File: src/rtl/jfpr_pkg.sv
// Shared constants, codes and control structs of the five-point relaxation unit.
package jfpr_pkg;

    localparam int GRID_SIZE = 16;
    localparam int IDX_W     = $clog2(GRID_SIZE);
    localparam int CELLS     = GRID_SIZE * GRID_SIZE;
    localparam int ADDR_W    = $clog2(CELLS);

    localparam int VAL_W  = 26;
    localparam int FRAC_W = 16;
    localparam int LOAD_W = 10;
    localparam int CNT_W  = 16;
    localparam int ROW_W  = 4;
    localparam int COL_W  = 4;
    localparam int CMD_W  = 2;

    // A sum of five cell values needs three more bits than one value.
    localparam int SUM_W = VAL_W + 3;

    // Division by five as a multiply by ceil(2^32 / 5) and a shift by 32.
    // The rounding error stays below one tenth for sums under 2^29.
    localparam int                 RECIP_W     = 30;
    localparam int                 RECIP_SHIFT = 32;
    localparam logic [RECIP_W-1:0] RECIP5      = 30'd858993460;

    localparam logic [VAL_W-1:0] TOL_RESET        = 26'd655;
    localparam logic [CNT_W-1:0] MAX_SWEEPS_RESET = 16'hFFFF;

    typedef enum logic [CMD_W-1:0] {
        CMD_LOAD  = 2'd0,
        CMD_SOLVE = 2'd1,
        CMD_READ  = 2'd2
    } t_cmd;

    typedef struct packed {
        logic acc_add;    // add the returned read data into the sum
        logic acc_first;  // first term of a cell: restart the sum, keep the center
        logic term_ok;    // returned data is a real neighbor, not the zero border
        logic mul;        // register the mean of the sum
        logic max_upd;    // fold the change of this cell into the largest change
        logic max_first;  // first cell of a sweep
    } t_alu_ctrl;

    typedef struct packed {
        logic              we0;
        logic              we1;
        logic [ADDR_W-1:0] waddr;
        logic [VAL_W-1:0]  wdata;
        logic [ADDR_W-1:0] raddr;
        logic              rd_bank;
    } t_mem_ctrl;

    typedef struct packed {
        logic             rd_strobe;
        logic             rd_inside;
        logic             sol_strobe;
        logic             converged;
        logic [CNT_W-1:0] sweeps;
    } t_seq_stat;

endpackage

File: src/rtl/jfpr_seq.sv
// Sequencer: command decode, grid walk, neighbor fetch order and sweep control.
module jfpr_seq
    import jfpr_pkg::*;
(
    input  logic              i_clk,
    input  logic              i_rst_n,
    input  logic              i_start,
    input  logic [CMD_W-1:0]  i_command,
    input  logic [ROW_W-1:0]  i_row,
    input  logic [COL_W-1:0]  i_column,
    input  logic [LOAD_W-1:0] i_load_value,
    input  logic [VAL_W-1:0]  i_tolerance,
    input  logic [CNT_W-1:0]  i_max_sweeps,
    input  logic [VAL_W-1:0]  i_mean,
    input  logic [VAL_W-1:0]  i_largest,
    output logic              o_busy,
    output t_alu_ctrl         o_alu,
    output t_mem_ctrl         o_mem,
    output t_seq_stat         o_stat
);

    typedef enum logic [2:0] {
        S_IDLE,
        S_READ,
        S_ACC,
        S_MUL,
        S_WRITE,
        S_END
    } t_state;

    localparam logic [2:0] NB_CENTER = 3'd0;
    localparam logic [2:0] NB_LEFT   = 3'd1;
    localparam logic [2:0] NB_RIGHT  = 3'd2;
    localparam logic [2:0] NB_UP     = 3'd3;
    localparam logic [2:0] NB_DOWN   = 3'd4;

    localparam logic [IDX_W-1:0]  IDX_LAST  = IDX_W'(GRID_SIZE - 1);
    localparam logic [ADDR_W-1:0] ADDR_LAST = ADDR_W'(CELLS - 1);

    t_state             r_state, n_state;
    logic [2:0]         r_k, n_k;
    logic [IDX_W-1:0]   r_row, n_row;
    logic [IDX_W-1:0]   r_col, n_col;
    logic [ADDR_W-1:0]  r_addr, n_addr;
    logic               r_nb_ok, n_nb_ok;
    logic               r_sel, n_sel;
    logic [CNT_W-1:0]   r_sweeps, n_sweeps;
    logic               r_conv, n_conv;
    logic               r_sol_strobe, n_sol_strobe;
    logic               r_rd_strobe, n_rd_strobe;
    logic               r_rd_inside, n_rd_inside;

    logic               in_inside;
    logic [ADDR_W-1:0]  in_addr;
    logic [ADDR_W-1:0]  nb_addr;
    logic               nb_ok;
    logic [CNT_W-1:0]   sweeps_inc;

    assign in_inside = (int'(i_row) < GRID_SIZE) && (int'(i_column) < GRID_SIZE);
    assign in_addr   = ADDR_W'(int'(IDX_W'(i_row)) * GRID_SIZE + int'(IDX_W'(i_column)));
    assign sweeps_inc = r_sweeps + CNT_W'(1);

    // Address of the neighbor fetched in this step; cells beyond the edge count as zero.
    always_comb begin
        case (r_k)
            NB_CENTER: begin
                nb_addr = r_addr;
                nb_ok   = 1'b1;
            end
            NB_LEFT: begin
                nb_addr = r_addr - ADDR_W'(1);
                nb_ok   = (r_col != '0);
            end
            NB_RIGHT: begin
                nb_addr = r_addr + ADDR_W'(1);
                nb_ok   = (r_col != IDX_LAST);
            end
            NB_UP: begin
                nb_addr = r_addr - ADDR_W'(GRID_SIZE);
                nb_ok   = (r_row != '0);
            end
            NB_DOWN: begin
                nb_addr = r_addr + ADDR_W'(GRID_SIZE);
                nb_ok   = (r_row != IDX_LAST);
            end
            default: begin
                nb_addr = r_addr;
                nb_ok   = 1'b0;
            end
        endcase
    end

    always_comb begin
        n_state      = r_state;
        n_k          = r_k;
        n_row        = r_row;
        n_col        = r_col;
        n_addr       = r_addr;
        n_nb_ok      = r_nb_ok;
        n_sel        = r_sel;
        n_sweeps     = r_sweeps;
        n_conv       = r_conv;
        n_rd_inside  = r_rd_inside;
        n_sol_strobe = 1'b0;
        n_rd_strobe  = 1'b0;

        o_alu = '0;

        o_mem.we0     = 1'b0;
        o_mem.we1     = 1'b0;
        o_mem.waddr   = in_addr;
        o_mem.wdata   = VAL_W'({i_load_value, {FRAC_W{1'b0}}});
        o_mem.raddr   = in_addr;
        o_mem.rd_bank = r_sel;

        case (r_state)
            S_IDLE: begin
                if (i_start) begin
                    case (t_cmd'(i_command))
                        CMD_LOAD: begin
                            if (in_inside) begin
                                o_mem.we0 = ~r_sel;
                                o_mem.we1 = r_sel;
                            end
                        end
                        CMD_READ: begin
                            n_rd_strobe = 1'b1;
                            n_rd_inside = in_inside;
                        end
                        CMD_SOLVE: begin
                            n_row    = '0;
                            n_col    = '0;
                            n_addr   = '0;
                            n_k      = NB_CENTER;
                            n_sweeps = '0;
                            n_state  = S_READ;
                        end
                        default: begin
                        end
                    endcase
                end
            end
            S_READ: begin
                o_mem.raddr = nb_addr;
                n_nb_ok     = nb_ok;
                // Data of the previous step returns now.
                if (r_k != NB_CENTER) begin
                    o_alu.acc_add   = 1'b1;
                    o_alu.acc_first = (r_k == NB_LEFT);
                    o_alu.term_ok   = r_nb_ok;
                end
                if (r_k == NB_DOWN) begin
                    n_state = S_ACC;
                end else begin
                    n_k = r_k + 3'd1;
                end
            end
            S_ACC: begin
                o_alu.acc_add = 1'b1;
                o_alu.term_ok = r_nb_ok;
                n_state       = S_MUL;
            end
            S_MUL: begin
                o_alu.mul = 1'b1;
                n_state   = S_WRITE;
            end
            S_WRITE: begin
                o_mem.we0       = r_sel;
                o_mem.we1       = ~r_sel;
                o_mem.waddr     = r_addr;
                o_mem.wdata     = i_mean;
                o_alu.max_upd   = 1'b1;
                o_alu.max_first = (r_addr == '0);
                n_k             = NB_CENTER;
                if (r_addr == ADDR_LAST) begin
                    n_state = S_END;
                end else begin
                    n_addr  = r_addr + ADDR_W'(1);
                    n_state = S_READ;
                    if (r_col == IDX_LAST) begin
                        n_col = '0;
                        n_row = r_row + IDX_W'(1);
                    end else begin
                        n_col = r_col + IDX_W'(1);
                    end
                end
            end
            S_END: begin
                n_sweeps = sweeps_inc;
                n_row    = '0;
                n_col    = '0;
                n_addr   = '0;
                if (i_largest < i_tolerance) begin
                    // Converged: the new grid is dropped and the old bank stays current.
                    n_conv       = 1'b1;
                    n_sol_strobe = 1'b1;
                    n_state      = S_IDLE;
                end else begin
                    n_sel = ~r_sel;
                    if (sweeps_inc >= i_max_sweeps) begin
                        n_conv       = 1'b0;
                        n_sol_strobe = 1'b1;
                        n_state      = S_IDLE;
                    end else begin
                        n_state = S_READ;
                    end
                end
            end
            default: begin
                n_state = S_IDLE;
            end
        endcase
    end

    always_ff @(posedge i_clk) begin
        if (!i_rst_n) begin
            r_state      <= S_IDLE;
            r_k          <= NB_CENTER;
            r_row        <= '0;
            r_col        <= '0;
            r_addr       <= '0;
            r_nb_ok      <= 1'b0;
            r_sel        <= 1'b0;
            r_sweeps     <= '0;
            r_conv       <= 1'b0;
            r_sol_strobe <= 1'b0;
            r_rd_strobe  <= 1'b0;
            r_rd_inside  <= 1'b0;
        end else begin
            r_state      <= n_state;
            r_k          <= n_k;
            r_row        <= n_row;
            r_col        <= n_col;
            r_addr       <= n_addr;
            r_nb_ok      <= n_nb_ok;
            r_sel        <= n_sel;
            r_sweeps     <= n_sweeps;
            r_conv       <= n_conv;
            r_sol_strobe <= n_sol_strobe;
            r_rd_strobe  <= n_rd_strobe;
            r_rd_inside  <= n_rd_inside;
        end
    end

    assign o_busy = (r_state != S_IDLE);

    assign o_stat.rd_strobe  = r_rd_strobe;
    assign o_stat.rd_inside  = r_rd_inside;
    assign o_stat.sol_strobe = r_sol_strobe;
    assign o_stat.converged  = r_conv;
    assign o_stat.sweeps     = r_sweeps;

endmodule

File: config.mk
export PLATFORM = sky130hd
export DESIGN_NAME = jfpr_seq
export DESIGN_NICKNAME = d
export VERILOG_FILES = /design/src/rtl/jfpr_pkg.sv /design/src/rtl/jfpr_seq.sv
export SDC_FILE = /design/constraint.sdc
export NUM_CORES = 1
export LEC_CHECK = 0
export BUFFER_PORTS_ARGS = -buffer_cell sky130_fd_sc_hd__buf_2
export CAP_MARGIN = 5
export CORE_MARGIN = 5
export CORE_UTILIZATION = 45
export DETAILED_ROUTE_END_ITERATION = 8
export PLACE_DENSITY = 0.82
export SLEW_MARGIN = 0
export SYNTH_ARGS = -nofsm -noshare
export SYNTH_HDL_FRONTEND = slang
export SYNTH_SLANG_ARGS = --single-unit
File: constraint.sdc
create_clock -name i_clk -period 4.2 [get_ports i_clk]
set_input_delay 0.42 -clock i_clk [delete_from_list [all_inputs] [get_ports i_clk]]
set_output_delay 0.42 -clock i_clk [all_outputs]
set_load 0.01 [all_outputs]
==> results.yml <==
place:
  dp_hpwl_um: 9850
  portBuffers: 188
  post-place-cells: 919
  gp_congestion: 0.9229
synthesis:
  ys_ff_latch: 44
  synth_area_per_cell_um2: 7.082
  synth_edf_count: 0
  synth-compound-area-share_pct: 19.94
  synth_adder_area_share_pct: 16.18
  ys_seq_area_share_pct: 19.78
  syn_inst: 629
  async_flop_share_pct: 0
  syn_area_um2: 4454
  synth_warnings: 0
  muxShareOfSynthArea_pct: 0.4775
  synth-xor-area-share_pct: 3.736
  yosysUniqueCellTypes: 62
  synth_largest_area_cell: "dfxtp_1"
  ys.flop_type: "dfxtp_1"
  syn-num-nets: 803
  ys_top_cells_by_area: "dfxtp_1 20%, ha_1 16%, nand2_1 8.5%"
  synth_top_area_share_pct: 19.78
  synth_top_family_by_area: "simple AND/OR/NAND/NOR gates"
  synth-simple-area-share_pct: 32.02
routing:
  first_pass_iters: 4
  met2WireLength_um: 5711
  dr.max_layer_used: "met4"
  wl_met3_um: 1236
  vias: 4855
  wl_met1_um: 5293
  viasPerCell: 5.237
  drt_iter0_markers: 262
  routedWlPerCell_um: 13.29
  final_antenna_net_count: 0
  postRouteWirelength_um: 12320
  drcViolationCount: 0
global_routing:
  grt_max_degree: 52
  grt_pass1_vias: 4319
  grt_antenna_before_repair: 0
  gr-usage-all-layers_pct: 19.78
  grt_overflow: 0
  grt_pass1_wl_um: 19580
floorplanning:
  initial_core_util_pct: 45.78
  die_w_um: 109.5
  io_pins: 189
  dieArea_um2: 11990
  die_h_um: 109.5
  rows: 36
  coreArea_um2: 9729
cells_and_area:
  layout_common_cells: "188 x buf_2, 101 x nand2_1, 56 x ha_1"
  final_nets: 967
  fin_cells: 927
  layout_commonest_cell: "buf_2"
  seq_area_um2: 880.8
  layout-drive-gt1-share_pct: 26.45
  insertedDiodeCount: 0
  multiInputGateArea_um2: 3223
  areaGrowthSynthToFinish_pct: 24.30
  fin_util_pct: 56.91
  fillCellCount: 928
setup_path:
  r2r_cells: 13
  cp_top_family: "simple AND/OR/NAND/NOR gates"
  startpoint_type: "flip-flop"
  crit_type: "reg -> reg"
  r2r_start: "r_sweeps[0]"
  arrival_ps: 3600
  worst-path-stages: 13
  worst-endpoint-required_ps: 4410
  cpPeakStageDelay_ps: 550
  cp-end-kind: "flip-flop"
  crit_buf_inv: 0
  reg2reg_slack_ps: 820
  cp_cell_sequence: "ha_1 > and3_1 > and3_1 > nand2_1 > nor2_1 > xnor2_1 > ha_1 > nand4_1 > or4_1 > nor3_1 > or4_4 > a21oi_1 > a31o_2"
  r2r-end: "r_conv"
  crit_path_start: "r_sweeps[0]"
  cp_slowest_cell: "or4_1"
  path_max_fanout: 7
  crit_path_end: "r_conv"
clock_network:
  cts_resized: 0
  cts_setup_buffers: 0
  cts_inserted_buffers: 5
  path_clk_slew_ps: 90
  cts_max_path_buffers: 2
  htreeDepth: 2
  root_buffer: "clkbuf_8"
  cts_tree: "yes"
  clk_latency_ps: 310
  cts_hold_buf: 0
  cts_sinks: 44
timing:
  tns_ps: 0
  max_freq_ghz: 0.2955
  relSlewSlack_pct: 30.06
  finalCritPeriodShare_pct: 80.57
  tightest_slew_ps: 1048
  hold_viol: 0
  rsz0062_at_grt: "false"
  fin_crit_ps: 3384
  drv_slew: 0
  setup_viol: 0
  clock_skew_ps: 6.501
power:
  power.density_nw_per_um2: 176.6
  leakage_uw: 0.002886
  power_uw: 977.9
  peakVddDrop_v: 0.0001237
run:
  maxCapViolations: 0
run_status:
  outcome: "finished clean"
worst_hold_path:
  min_path_type: "in -> reg"
## synthesized netlist by cell type (all sizes together) (2+ instances only)
master	number
a211oi	4
a21boi	3
a21o	9
a21oi	46
a221o	2
a221oi	2
a22oi	10
a311oi	2
a31o	2
a31oi	6
and2	22
and3	12
buf	14
clkbuf	18
dfxtp	44
ha	56
inv	54
nand2	101
nand2b	7
nand3	21
nand3b	3
nand4	9
nor2	35
nor2b	31
nor3	19
nor3b	7
nor4	5
nor4b	2
o211ai	3
o21a	4
o21ai	29
o311ai	2
o31ai	2
or3	4
or4	3
xnor2	9
xor2	10
## cell families after synthesis
family,after synthesis
DFF,44
and+or+nand+nor,284
muxes,2
xor gates and xnor gates,19
buffers and inverters,86
adders and majority gates,57
AOI/OAI and AO/OA,137
## stage by stage
stage | instance area [µm²] | setup slack [ps] | hold WS, ps
2_1_floorplan | 4454 | 1135 | 427.8
3_3_place_gp | 5421 | 954.7 | 437.7
3_5_place_dp | 5421 | 862.2 | 441.7
4_1_cts | 5537 | 834.3 | 329.2
5_1_grt | 5537 | 536.3 | 330.5
6_report | 5537 | 816.2 | 328.1
## routing by layer
layer  up-vias  track usage, %
li1       2509               -
met1      2147           25.90
met2       189           33.78
met3        10           3.876
met4         0           4.007
met5         -               0
## power breakdown
group | switching (µW) | leakage, µW | total, µW | internal [µW]
clock network | 164 | 0.0000548 | 343 | 179
logic | 106 | 0.00248 | 209 | 103
registers | 5.11 | 0.000355 | 426 | 421
total | 274 | 0.00289 | 978 | 703
## how the worst min path moves through the flow
stage          slack [ps]     endpoint          from  depth (start not counted)
2_1_floorplan         430  r_rd_inside   r_rd_inside                          1
3_3_place_gp          440  r_rd_inside   r_rd_inside                          1
3_5_place_dp          440  r_rd_inside   r_rd_inside                          1
4_1_cts               330  r_rd_strobe  i_command[0]                          2
5_1_grt               330  r_rd_strobe  i_command[0]                          2
6_report              330  r_rd_strobe  i_command[0]                          2
## final cells by class
| class | instances | area share [%] |
|---|---|---|
| Multi-Input combinational cell | 499 | 58.21 |
| Timing Repair Buffer | 189 | 17.13 |
| Sequential cell | 44 | 15.91 |
| Inverter | 54 | 3.661 |
| Tap cell | 133 | 3.006 |
| Clock buffer | 5 | 1.243 |
| Clock inverter | 3 | 0.8362 |
## state kept, by name, indices dropped and copies added, names as in the netlist
| register | count |
|---|---|
| r_sweeps | 16 |
| r_addr | 8 |
| r_col | 4 |
| r_row | 4 |
| r_k | 3 |
| r_state | 3 |
| r_conv | 1 |
| r_nb_ok | 1 |
| r_rd_inside | 1 |
| r_rd_strobe | 1 |
| r_sel | 1 |
| r_sol_strobe | 1 |
No activity file was read; power rests on OpenSTA's default activity.
